File: config.mk
export PLATFORM = sky130hd
export DESIGN_NAME = disk_extent_allocator
export DESIGN_NICKNAME = d
export VERILOG_FILES = /design/src/hw/rtl/dea_pkg.sv /design/src/hw/rtl/disk_extent_allocator.sv /design/src/hw/rtl/dea_cell.sv /design/src/hw/rtl/dea_seq.sv
export SDC_FILE = /design/constraint.sdc
export NUM_CORES = 2
export LEC_CHECK = 0
export ABC_CLOCK_PERIOD_IN_PS = 9200
export BUFFER_PORTS_ARGS = -buffer_cell sky130_fd_sc_hd__buf_2
export CORE_UTILIZATION = 30
export CTS_CLUSTER_SIZE = 16
export DETAILED_ROUTE_END_ITERATION = 6
export PLACE_DENSITY = 0.53
export SYNTH_ARGS = -nofsm -noshare
export SYNTH_HDL_FRONTEND = slang
export SYNTH_HIERARCHICAL = 1
export SYNTH_SLANG_ARGS = --single-unit
File: constraint.sdc
create_clock -name clk -period 9.2 [get_ports clk]
set_clock_uncertainty 0.15 [all_clocks]
set_input_delay 0.46 -clock clk [delete_from_list [all_inputs] [get_ports clk]]
set_output_delay 0.46 -clock clk [all_outputs]
set_load 0.03 [all_outputs]
File: src/hw/rtl/dea_pkg.sv
`timescale 1ns / 1ps
// Shared types, field widths and codes for the disk extent allocator.
// Depends on nothing; every other file of the block refers to it by scoped names.
package dea_pkg;

    localparam int LEN_W           = 20;
    localparam int KIND_W          = 3;
    localparam int FID_W           = 16;
    localparam int STAT_W          = 2;
    localparam int MAX_EXTENTS_DEF = 32;
    localparam int ID_BITS_DEF     = 16;
    localparam int MAX_RESULTS     = 32;
    localparam int RES_W           = $clog2(MAX_RESULTS + 1);
    localparam logic [LEN_W-1:0] DISK_BLOCKS_RESET = 20'd1024;

    localparam logic [KIND_W-1:0] KIND_FORMAT  = 3'd0;
    localparam logic [KIND_W-1:0] KIND_WRITE   = 3'd1;
    localparam logic [KIND_W-1:0] KIND_SHOW    = 3'd2;
    localparam logic [KIND_W-1:0] KIND_DELETE  = 3'd3;
    localparam logic [KIND_W-1:0] KIND_COMPACT = 3'd4;

    localparam logic [STAT_W-1:0] STATUS_OK         = 2'd0;
    localparam logic [STAT_W-1:0] STATUS_DISK_FULL  = 2'd1;
    localparam logic [STAT_W-1:0] STATUS_NOT_FOUND  = 2'd2;
    localparam logic [STAT_W-1:0] STATUS_TABLE_FULL = 2'd3;

    typedef struct packed {
        logic [KIND_W-1:0] kind;
        logic [FID_W-1:0]  file_id;
        logic [LEN_W-1:0]  file_size;
    } req_t;

    typedef struct packed {
        logic [STAT_W-1:0] status;
        logic [LEN_W-1:0]  position;
        logic              last;
    } rsp_t;

    typedef struct packed {
        logic shift;
        logic squeeze;
        logic phase;
    } cell_ctl_t;

endpackage

File: src/hw/rtl/disk_extent_allocator.sv
`timescale 1ns / 1ps
// Disk extent allocator top level. One transaction is worked at a time: format, delete
// and show each make one pass over the cell chain, a show pass also waiting on output
// stalls; a write of nonzero size scans once and, unless refused, makes a second pass;
// compact gathers, squeezes, merges and squeezes again; unknown kinds make no pass.
// Reset (rst_n, asynchronous, active low) empties the table and sets disk_blocks to 1024.
// Depends on dea_pkg, dea_cell and dea_seq.
module disk_extent_allocator #(
    parameter int MAX_EXTENTS = dea_pkg::MAX_EXTENTS_DEF,
    parameter int ID_BITS     = dea_pkg::ID_BITS_DEF
) (
    input  logic                      clk,
    input  logic                      rst_n,
    input  logic                      req_valid,
    output logic                      req_ready,
    input  dea_pkg::req_t             req,
    output logic                      rsp_valid,
    input  logic                      rsp_ready,
    output dea_pkg::rsp_t             rsp,
    input  logic                      cfg_valid,
    output logic                      cfg_ready,
    input  logic [dea_pkg::LEN_W-1:0] cfg_data
);

    localparam int ENTRY_W = 2 + ID_BITS + dea_pkg::LEN_W;

    // The extent table lives in a chain of cells. A shift moves every entry one
    // place toward the head; the sequencer reads the head and feeds the tail, so a
    // pass of N shifts visits every entry and leaves the table in its own order.
    // A squeeze step lets live entries close the holes left by dropped or merged
    // entries; N such steps pack the table at the head again.
    logic [ENTRY_W-1:0] cell_q [MAX_EXTENTS];
    logic [ENTRY_W-1:0] push;
    dea_pkg::cell_ctl_t cell_ctl;

    // The head cell has no left neighbor. It sees a live entry there, so it never
    // gives its own entry away during a squeeze step.
    logic [ENTRY_W-1:0] head_anchor;
    assign head_anchor = {1'b1, {(ENTRY_W - 1){1'b0}}};

    genvar i;
    generate
        for (i = 0; i < MAX_EXTENTS; i++)
        begin : g_cell
            logic [ENTRY_W-1:0] left_in;
            logic [ENTRY_W-1:0] right_in;
            if (i == 0)
            begin : g_head
                assign left_in = head_anchor;
            end
            else
            begin : g_body
                assign left_in = cell_q[i-1];
            end
            if (i == MAX_EXTENTS - 1)
            begin : g_tail
                assign right_in = push;
            end
            else
            begin : g_inner
                assign right_in = cell_q[i+1];
            end
            dea_cell #(
                .ID_BITS (ID_BITS),
                .ENTRY_W (ENTRY_W)
            ) u_cell (
                .clk      (clk),
                .ctl      (cell_ctl),
                .is_odd   (1'(i % 2)),
                .left_in  (left_in),
                .right_in (right_in),
                .q        (cell_q[i])
            );
        end
    endgenerate

    // The sequencer holds the entry count, the volume size register and the
    // output register. It takes a new transaction while a result still waits.
    dea_seq #(
        .MAX_EXTENTS (MAX_EXTENTS),
        .ID_BITS     (ID_BITS),
        .ENTRY_W     (ENTRY_W)
    ) u_seq (
        .clk       (clk),
        .rst_n     (rst_n),
        .req_valid (req_valid),
        .req_ready (req_ready),
        .req       (req),
        .rsp_valid (rsp_valid),
        .rsp_ready (rsp_ready),
        .rsp       (rsp),
        .cfg_valid (cfg_valid),
        .cfg_ready (cfg_ready),
        .cfg_data  (cfg_data),
        .head      (cell_q[0]),
        .push      (push),
        .cell_ctl  (cell_ctl)
    );

endmodule

File: src/hw/rtl/dea_cell.sv
`timescale 1ns / 1ps
// One cell of the extent chain: holds a single extent entry.
// Depends on dea_pkg for the cell control struct and the length width.
module dea_cell #(
    parameter int ID_BITS = dea_pkg::ID_BITS_DEF,
    parameter int ENTRY_W = 2 + ID_BITS + dea_pkg::LEN_W
) (
    input  logic                    clk,
    input  dea_pkg::cell_ctl_t      ctl,
    input  logic                    is_odd,
    input  logic [ENTRY_W-1:0]      left_in,
    input  logic [ENTRY_W-1:0]      right_in,
    output logic [ENTRY_W-1:0]      q
);

    typedef struct packed {
        logic                      live;
        logic                      free;
        logic [ID_BITS-1:0]        owner;
        logic [dea_pkg::LEN_W-1:0] len;
    } entry_t;

    entry_t q_reg;
    entry_t q_next;
    entry_t lft;
    entry_t rgt;
    logic   left_role;

    assign lft       = left_in;
    assign rgt       = right_in;
    assign left_role = (is_odd == ctl.phase);
    assign q         = q_reg;

    // A squeeze step swaps a hole with a live entry on its right, so live
    // entries drift toward the head while keeping their order.
    always_comb
    begin
        q_next = q_reg;
        if (ctl.shift)
        begin
            q_next = rgt;
        end
        else if (ctl.squeeze)
        begin
            if (left_role)
            begin
                if (!q_reg.live && rgt.live)
                begin
                    q_next = rgt;
                end
            end
            else
            begin
                if (!lft.live && q_reg.live)
                begin
                    q_next = lft;
                end
            end
        end
    end

    always_ff @(posedge clk)
    begin
        q_reg <= q_next;
    end

endmodule

File: src/hw/rtl/dea_seq.sv
`timescale 1ns / 1ps
// Sequencer of the extent allocator: runs passes over the cell chain head.
// Depends on dea_pkg for payload structs, codes and the cell control struct.
module dea_seq #(
    parameter int MAX_EXTENTS = dea_pkg::MAX_EXTENTS_DEF,
    parameter int ID_BITS     = dea_pkg::ID_BITS_DEF,
    parameter int ENTRY_W     = 2 + ID_BITS + dea_pkg::LEN_W
) (
    input  logic                         clk,
    input  logic                         rst_n,
    input  logic                         req_valid,
    output logic                         req_ready,
    input  dea_pkg::req_t                req,
    output logic                         rsp_valid,
    input  logic                         rsp_ready,
    output dea_pkg::rsp_t                rsp,
    input  logic                         cfg_valid,
    output logic                         cfg_ready,
    input  logic [dea_pkg::LEN_W-1:0]    cfg_data,
    input  logic [ENTRY_W-1:0]           head,
    output logic [ENTRY_W-1:0]           push,
    output dea_pkg::cell_ctl_t           cell_ctl
);

    localparam int CW = $clog2(MAX_EXTENTS + 1);
    localparam int SW = dea_pkg::LEN_W + CW;
    localparam int LW = dea_pkg::LEN_W;
    localparam int RW = dea_pkg::RES_W;

    typedef struct packed {
        logic               live;
        logic               free;
        logic [ID_BITS-1:0] owner;
        logic [LW-1:0]      len;
    } entry_t;

    typedef enum logic [3:0] {
        S_IDLE, S_FORMAT, S_SCAN, S_WRITE, S_DELETE, S_SHOW,
        S_GATHER, S_SQUEEZE, S_MERGE, S_DONE
    } state_t;

    state_t             state_reg, state_next;
    logic               merge_after_reg, merge_after_next;
    logic [CW-1:0]      t_reg, t_next;
    logic [CW-1:0]      count_reg, count_next;
    logic [CW-1:0]      n_reg, n_next;
    logic [CW-1:0]      w_reg, w_next;
    logic [ID_BITS-1:0] id_reg, id_next;
    logic [LW-1:0]      size_reg, size_next;
    logic [SW-1:0]      acc_reg, acc_next;
    logic               big_reg, big_next;
    logic [LW-1:0]      rem_reg, rem_next;
    entry_t             carry_reg, carry_next;
    logic               carry_v_reg, carry_v_next;
    entry_t             hold_reg, hold_next;
    logic               hold_v_reg, hold_v_next;
    logic               found_reg, found_next;
    logic [RW-1:0]      k_reg, k_next;
    logic [LW-1:0]      pos_reg, pos_next;
    logic [LW-1:0]      pend_reg, pend_next;
    logic               pend_v_reg, pend_v_next;
    dea_pkg::rsp_t      res_reg, res_next;
    dea_pkg::rsp_t      rsp_reg, rsp_next;
    logic               rsp_valid_reg, rsp_valid_next;
    logic [LW-1:0]      disk_reg, disk_next;

    entry_t             e;
    entry_t             ev;
    entry_t             x;
    entry_t             hole;
    entry_t             push_e;
    logic               v;
    logic               last_t;
    logic               out_free;
    logic               xv;
    logic               app;
    logic               match;
    logic               mergeable;

    assign e         = head;
    assign push      = push_e;
    assign req_ready = (state_reg == S_IDLE);
    assign cfg_ready = 1'b1;
    assign rsp_valid = rsp_valid_reg;
    assign rsp       = rsp_reg;
    assign hole      = '0;
    assign v         = (t_reg < count_reg);
    assign last_t    = (t_reg == CW'(MAX_EXTENTS - 1));
    assign out_free  = !rsp_valid_reg || rsp_ready;

    always_comb
    begin
        ev      = e;
        ev.live = v;
        app     = (t_reg == n_reg) && (n_reg < CW'(MAX_EXTENTS));
        xv      = (t_reg < n_reg) || app;
        x       = e;
        x.live  = 1'b1;
        if (app)
        begin
            x.free  = 1'b1;
            x.owner = '0;
            x.len   = acc_reg[LW-1:0];
        end
        mergeable = hold_v_reg && (hold_reg.free == x.free) &&
                    (x.free || (hold_reg.owner == x.owner));
        match = v && !e.free && (e.owner == id_reg) && (k_reg < RW'(dea_pkg::MAX_RESULTS));
    end

    always_comb
    begin
        state_next       = state_reg;
        merge_after_next = merge_after_reg;
        t_next           = t_reg;
        count_next       = count_reg;
        n_next           = n_reg;
        w_next           = w_reg;
        id_next          = id_reg;
        size_next        = size_reg;
        acc_next         = acc_reg;
        big_next         = big_reg;
        rem_next         = rem_reg;
        carry_next       = carry_reg;
        carry_v_next     = carry_v_reg;
        hold_next        = hold_reg;
        hold_v_next      = hold_v_reg;
        found_next       = found_reg;
        k_next           = k_reg;
        pos_next         = pos_reg;
        pend_next        = pend_reg;
        pend_v_next      = pend_v_reg;
        res_next         = res_reg;
        rsp_next         = rsp_reg;
        rsp_valid_next   = rsp_valid_reg && !rsp_ready;
        disk_next        = disk_reg;
        push_e           = hole;
        cell_ctl         = '0;

        if (cfg_valid)
        begin
            disk_next = cfg_data;
        end

        case (state_reg)
            S_IDLE:
            begin
                if (req_valid)
                begin
                    id_next      = ID_BITS'(req.file_id);
                    size_next    = req.file_size;
                    t_next       = '0;
                    acc_next     = '0;
                    big_next     = 1'b0;
                    found_next   = 1'b0;
                    k_next       = '0;
                    pos_next     = '0;
                    pend_v_next  = 1'b0;
                    carry_v_next = 1'b0;
                    hold_v_next  = 1'b0;
                    n_next       = '0;
                    w_next       = '0;
                    res_next     = '{status: dea_pkg::STATUS_OK, position: '0, last: 1'b1};
                    case (req.kind)
                        dea_pkg::KIND_FORMAT:  state_next = S_FORMAT;
                        dea_pkg::KIND_WRITE:
                        begin
                            state_next = (req.file_size == '0) ? S_DONE : S_SCAN;
                        end
                        dea_pkg::KIND_SHOW:    state_next = S_SHOW;
                        dea_pkg::KIND_DELETE:  state_next = S_DELETE;
                        dea_pkg::KIND_COMPACT: state_next = S_GATHER;
                        default:               state_next = S_DONE;
                    endcase
                end
            end

            S_FORMAT:
            begin
                cell_ctl.shift = 1'b1;
                t_next         = t_reg + 1'b1;
                if (t_reg == '0)
                begin
                    push_e = '{live: 1'b1, free: 1'b1, owner: '0, len: disk_reg};
                end
                if (last_t)
                begin
                    count_next = CW'(1);
                    state_next = S_DONE;
                end
            end

            S_SCAN:
            begin
                cell_ctl.shift = 1'b1;
                t_next         = t_reg + 1'b1;
                push_e         = ev;
                if (v && e.free)
                begin
                    acc_next = acc_reg + SW'(e.len);
                    if (e.len > size_reg)
                    begin
                        big_next = 1'b1;
                    end
                end
                if (last_t)
                begin
                    t_next   = '0;
                    rem_next = size_reg;
                    if (acc_next < SW'(size_reg))
                    begin
                        res_next.status = dea_pkg::STATUS_DISK_FULL;
                        state_next      = S_DONE;
                    end
                    else if (count_reg == CW'(MAX_EXTENTS))
                    begin
                        res_next.status = dea_pkg::STATUS_TABLE_FULL;
                        state_next      = S_DONE;
                    end
                    else
                    begin
                        state_next = S_WRITE;
                    end
                end
            end

            S_WRITE:
            begin
                cell_ctl.shift = 1'b1;
                t_next         = t_reg + 1'b1;
                if (carry_v_reg)
                begin
                    // Entries behind an insertion move down by one place.
                    push_e       = carry_reg;
                    carry_next   = ev;
                    carry_v_next = v;
                end
                else if (!v)
                begin
                    push_e = hole;
                end
                else if (e.free && (rem_reg != '0) && (!big_reg || (e.len > size_reg)))
                begin
                    if (!big_reg && (e.len <= rem_reg))
                    begin
                        push_e       = ev;
                        push_e.free  = 1'b0;
                        push_e.owner = id_reg;
                        rem_next     = rem_reg - e.len;
                    end
                    else
                    begin
                        push_e       = '{live: 1'b1, free: 1'b0, owner: id_reg, len: rem_reg};
                        carry_next   = ev;
                        carry_next.len = e.len - rem_reg;
                        carry_v_next = 1'b1;
                        rem_next     = '0;
                        count_next   = count_reg + 1'b1;
                    end
                end
                else
                begin
                    push_e = ev;
                end
                if (last_t)
                begin
                    state_next = S_DONE;
                end
            end

            S_DELETE:
            begin
                cell_ctl.shift = 1'b1;
                t_next         = t_reg + 1'b1;
                push_e         = ev;
                if (v && !e.free && (e.owner == id_reg))
                begin
                    push_e.free  = 1'b1;
                    push_e.owner = '0;
                    found_next   = 1'b1;
                end
                if (last_t)
                begin
                    if (!found_next)
                    begin
                        res_next.status = dea_pkg::STATUS_NOT_FOUND;
                    end
                    state_next = S_DONE;
                end
            end

            S_SHOW:
            begin
                // The last flag is only known once the next match is seen, so
                // one position is held back and the pass waits on the output.
                if (!(match && pend_v_reg && !out_free))
                begin
                    cell_ctl.shift = 1'b1;
                    t_next         = t_reg + 1'b1;
                    push_e         = ev;
                    pos_next       = pos_reg + (v ? e.len : LW'(0));
                    if (match)
                    begin
                        if (pend_v_reg)
                        begin
                            rsp_next       = '{status: dea_pkg::STATUS_OK,
                                               position: pend_reg, last: 1'b0};
                            rsp_valid_next = 1'b1;
                        end
                        pend_next   = pos_reg;
                        pend_v_next = 1'b1;
                        k_next      = k_reg + 1'b1;
                    end
                    if (last_t)
                    begin
                        if (pend_v_next)
                        begin
                            res_next.position = pend_next;
                        end
                        else
                        begin
                            res_next.status = dea_pkg::STATUS_NOT_FOUND;
                        end
                        state_next = S_DONE;
                    end
                end
            end

            S_GATHER:
            begin
                cell_ctl.shift = 1'b1;
                t_next         = t_reg + 1'b1;
                if (v && !e.free)
                begin
                    push_e = ev;
                    n_next = n_reg + 1'b1;
                end
                else if (v)
                begin
                    acc_next = acc_reg + SW'(e.len);
                end
                if (last_t)
                begin
                    t_next           = '0;
                    merge_after_next = 1'b1;
                    state_next       = S_SQUEEZE;
                end
            end

            S_SQUEEZE:
            begin
                cell_ctl.squeeze = 1'b1;
                cell_ctl.phase   = t_reg[0];
                t_next           = t_reg + 1'b1;
                if (last_t)
                begin
                    t_next     = '0;
                    state_next = merge_after_reg ? S_MERGE : S_DONE;
                end
            end

            S_MERGE:
            begin
                // The held entry leaves the sequencer one place late.
                cell_ctl.shift = 1'b1;
                t_next         = t_reg + 1'b1;
                if (xv)
                begin
                    if (mergeable)
                    begin
                        hold_next.len = hold_reg.len + x.len;
                        push_e        = hole;
                    end
                    else
                    begin
                        push_e      = hold_v_reg ? hold_reg : hole;
                        hold_next   = x;
                        hold_v_next = 1'b1;
                        w_next      = w_reg + 1'b1;
                    end
                end
                else
                begin
                    push_e      = hold_v_reg ? hold_reg : hole;
                    hold_v_next = 1'b0;
                end
                if (t_reg == CW'(MAX_EXTENTS))
                begin
                    count_next       = w_next;
                    t_next           = '0;
                    merge_after_next = 1'b0;
                    state_next       = S_SQUEEZE;
                end
            end

            S_DONE:
            begin
                if (out_free)
                begin
                    rsp_next       = res_reg;
                    rsp_valid_next = 1'b1;
                    state_next     = S_IDLE;
                end
            end

            default:
            begin
                state_next = S_IDLE;
            end
        endcase
    end

    always_ff @(posedge clk or negedge rst_n)
    begin
        if (!rst_n)
        begin
            state_reg       <= S_IDLE;
            merge_after_reg <= 1'b0;
            t_reg           <= '0;
            count_reg       <= '0;
            n_reg           <= '0;
            w_reg           <= '0;
            id_reg          <= '0;
            size_reg        <= '0;
            acc_reg         <= '0;
            big_reg         <= 1'b0;
            rem_reg         <= '0;
            carry_reg       <= '0;
            carry_v_reg     <= 1'b0;
            hold_reg        <= '0;
            hold_v_reg      <= 1'b0;
            found_reg       <= 1'b0;
            k_reg           <= '0;
            pos_reg         <= '0;
            pend_reg        <= '0;
            pend_v_reg      <= 1'b0;
            res_reg         <= '0;
            rsp_reg         <= '0;
            rsp_valid_reg   <= 1'b0;
            disk_reg        <= dea_pkg::DISK_BLOCKS_RESET;
        end
        else
        begin
            state_reg       <= state_next;
            merge_after_reg <= merge_after_next;
            t_reg           <= t_next;
            count_reg       <= count_next;
            n_reg           <= n_next;
            w_reg           <= w_next;
            id_reg          <= id_next;
            size_reg        <= size_next;
            acc_reg         <= acc_next;
            big_reg         <= big_next;
            rem_reg         <= rem_next;
            carry_reg       <= carry_next;
            carry_v_reg     <= carry_v_next;
            hold_reg        <= hold_next;
            hold_v_reg      <= hold_v_next;
            found_reg       <= found_next;
            k_reg           <= k_next;
            pos_reg         <= pos_next;
            pend_reg        <= pend_next;
            pend_v_reg      <= pend_v_next;
            res_reg         <= res_next;
            rsp_reg         <= rsp_next;
            rsp_valid_reg   <= rsp_valid_next;
            disk_reg        <= disk_next;
        end
    end

endmodule

==> metrics.cfg <==
[floorplan]
core_um2=257000
fp.dieArea_um2=261000
die_y_um=511
start_util=0.302
ios=90
dieWidth_um=511
fp-row-count=186

[timing]
setup_violations=0
tns_ns=0
rsz0062_at_grt=false
fmax_ghz=0.155
setup_ws_ns=2.77
slew_viol_final=0
maxSlewHeadroom=0.109
period_share=0.699
min_period_ns=6.43
worst_pin_slew_ns=1.33
hold_viol=0

[critical_path]
slowest_delay_ns=1.00
path_common_cell=buf_4
cp_max_fo=45
path_depth=13
required_ns=9.61
crit_path_top_delay_cell=nor2_4
r2r_cells=13
endpoint_kind=register
critPathLaunch=g_cell[0].u_cell/q[22]
timing.rr.end=g_cell[25].u_cell/q[8]
r2r_start=g_cell[0].u_cell/q[22]
critPathCapture=g_cell[25].u_cell/q[8]
path_cells=xor2_1 -> nor4_1 -> nand4_1 -> a2111oi_4 -> nor2b_2 -> buf_4 -> a31o_4 -> o221ai_4 -> buf_4 -> buf_4 -> nor2_4 -> buf_4 -> mux2_2
crit_type=register to register
critPathArrivalTime_ns=6.84
cp-start-kind=register
cp.buffers_inverters=4
ff2ff_setup_slack_ns=2.77
critPathTopFamily=simple AND/OR/NAND/NOR gates

[detailed_routing]
drc=0
via_per_inst=5.00
firstDrtPassIters=5
vias=45200
drt_iter0_markers=3501
ant_nets=0
wl_per_cell_um=23.8
wirelength_mm=215

[job]
maxCapViolCount=0

[clocking]
cts_tree=done
clock_path_buffers=3
path_clk_slew_ns=0.06
clk_latency_ns=0.82
cts_root_buffer=clkbuf_16
cts_buffers=170
cts_resized=0
cts_max_level=4
cts.sinks=1521

[synthesis]
async_reset_ff_frac=0.201
synth.top_cells.by_area=edfxtp_1 47%, mux2_4 12%, dfrtp_1 9.8%
synth_flop_cell=edfxtp_1
synth_enable_flop_cells=1216
ys_seq_elements=1521
avgSynthCellArea_um2=14.8
synthTopCellsByCount=1216 x edfxtp_1, 640 x mux2_4, 638 x mux2_2
yosys_warnings=6
synthCells=5270
yosysTopAreaCell=edfxtp_1
synth_seq_area_share=0.568
synth.most_common_cell=edfxtp_1
synth.distinct_cells=95
synth_top_area_share=0.469
syn_area_um2=77800

[grt]
grt_pass1_wl_mm=318
grt_max_degree=144
grt_pass1_vias=45600
grt_antenna_before_repair=8
grt-ovfl-total=0
grtUsageTotal=0.161

[worst_hold_path]
hold_class=primary input to asynchronous set/reset pin

[final_layout]
syn2layout_area_growth_pct=12.7
nNetsFinal=5742
multi_input_area_um2=31300
num-fill-cells=25000
seq_area_um2=44100
largest_reg_flops=1216
drive_gt1_frac=0.322
final_area_um2=87700
final_util=0.341

[placement]
pre_cts_ws_ns=2.70
io_buffers=88
place_area_um2=81400
dp_hpwl_mm=147
gp_congestion=0.885

[power]
peakVddDrop_v=0.000391
powerDensity_nw_per_um2=451
power_leakage_nw=33.6

[run_status]
run_status=complete, no violations

## cell families after synthesis
logic type	after synthesis	share of synthesized area
DFF	1521	0.568
muxes	1360	0.226
and+or+nand+nor	968	0.0617
AOI/OAI and AO/OA	741	0.0619
buffers and inverters	372	0.0367
adders and majority gates	159	0.0261
xor gates and xnor gates	146	0.0195
other	3	0.000145
## cells in the final DEF, fill, tap and decap left out, types with 48 or more instances in the layout
cell	n
o21ai_0	204
xnor2_1	63
a21oi_1	186
nor2_1	198
nand3_1	56
dfrtp_1	303
a21o_1	49
mux2_4	640
mux2_2	638
inv_1	99
conb_1	72
buf_2	87
clkbuf_16	172
xor2_1	51
clkbuf_1	48
nand2_1	363
dlygate4sd3_1	81
mux2i_1	82
buf_4	111
edfxtp_1	1216
ha_1	154
## area by class of cell
cell class,instances,share of cell area
Tap cell,3384,0.0483
Timing Repair Buffer,281,0.0241
Sequential cell,1521,0.503
Multi-Input combinational cell,3446,0.357
Clock buffer,227,0.0522
Inverter,99,0.00424
Antenna cell,6,0.000171
Clock inverter,89,0.0104
## worst min path at each step
stage / from / endpoint / slack, ns / cells past startpoint
6_report: rst_n / u_seq/res_reg[18] / 0.09 / 2
3_5_place_dp: u_seq/hold_reg[37] / u_seq/hold_reg[37] / 0.31 / 1
5_1_grt: req_valid / u_seq/t_reg[1] / 0.07 / 3
2_1_floorplan: rst_n / u_seq/acc_reg[0] / 0.01 / 0
3_3_place_gp: u_seq/res_reg[0] / u_seq/res_reg[0] / 0.31 / 1
4_1_cts: req_valid / u_seq/t_reg[1] / 0.01 / 3
## power breakdown
group / switching [W] / internal [W]
Clock: 0.00293 / 0.00381
Sequential: 0.00297 / 0.0134
Combinational: 0.00892 / 0.00748
## per-layer routing
| metal | global-route usage | vias to the layer above | share of wire |
|---|---|---|---|
| li1 | - | 20400 | - |
| met1 | 0.230 | 23400 | 0.47 |
| met2 | 0.253 | 1143 | 0.46 |
| met3 | 0.0220 | 263 | 0.046 |
| met4 | 0.0476 | 0 | 0.027 |
| met5 | 0 | - | 0 |
## stage by stage
step / hold slack, ns / std cells / total power, W
floorplan: 0.0144 / 5339 / 0.0276
global placement: 0.305 / 8650 / 0.0326
detailed placement: 0.306 / 8650 / 0.0330
CTS: 0.0119 / 9047 / 0.0399
global route: 0.0652 / 9050 / 0.0416
finish: 0.0860 / 9053 / 0.0396
## timing repair
item | 4_1_cts | 5_1_grt
setup buffers | 0 | 0
hold buffers | 81 | 0
endpoints found under the hold margin | 154 | 0
## worst register-to-register path, stage by stage, from the launching register on
cell and delay (ns):
edfxtp_1 0.53, xor2_1 0.23, nor4_1 0.45, nand4_1 0.33, a2111oi_4 0.57, nor2b_2 0.24
buf_4 0.41, a31o_4 0.51, o221ai_4 0.17, buf_4 0.28, buf_4 0.47, nor2_4 1.02
buf_4 0.46, mux2_2 0.39
Power figures use the tool's default switching activity.
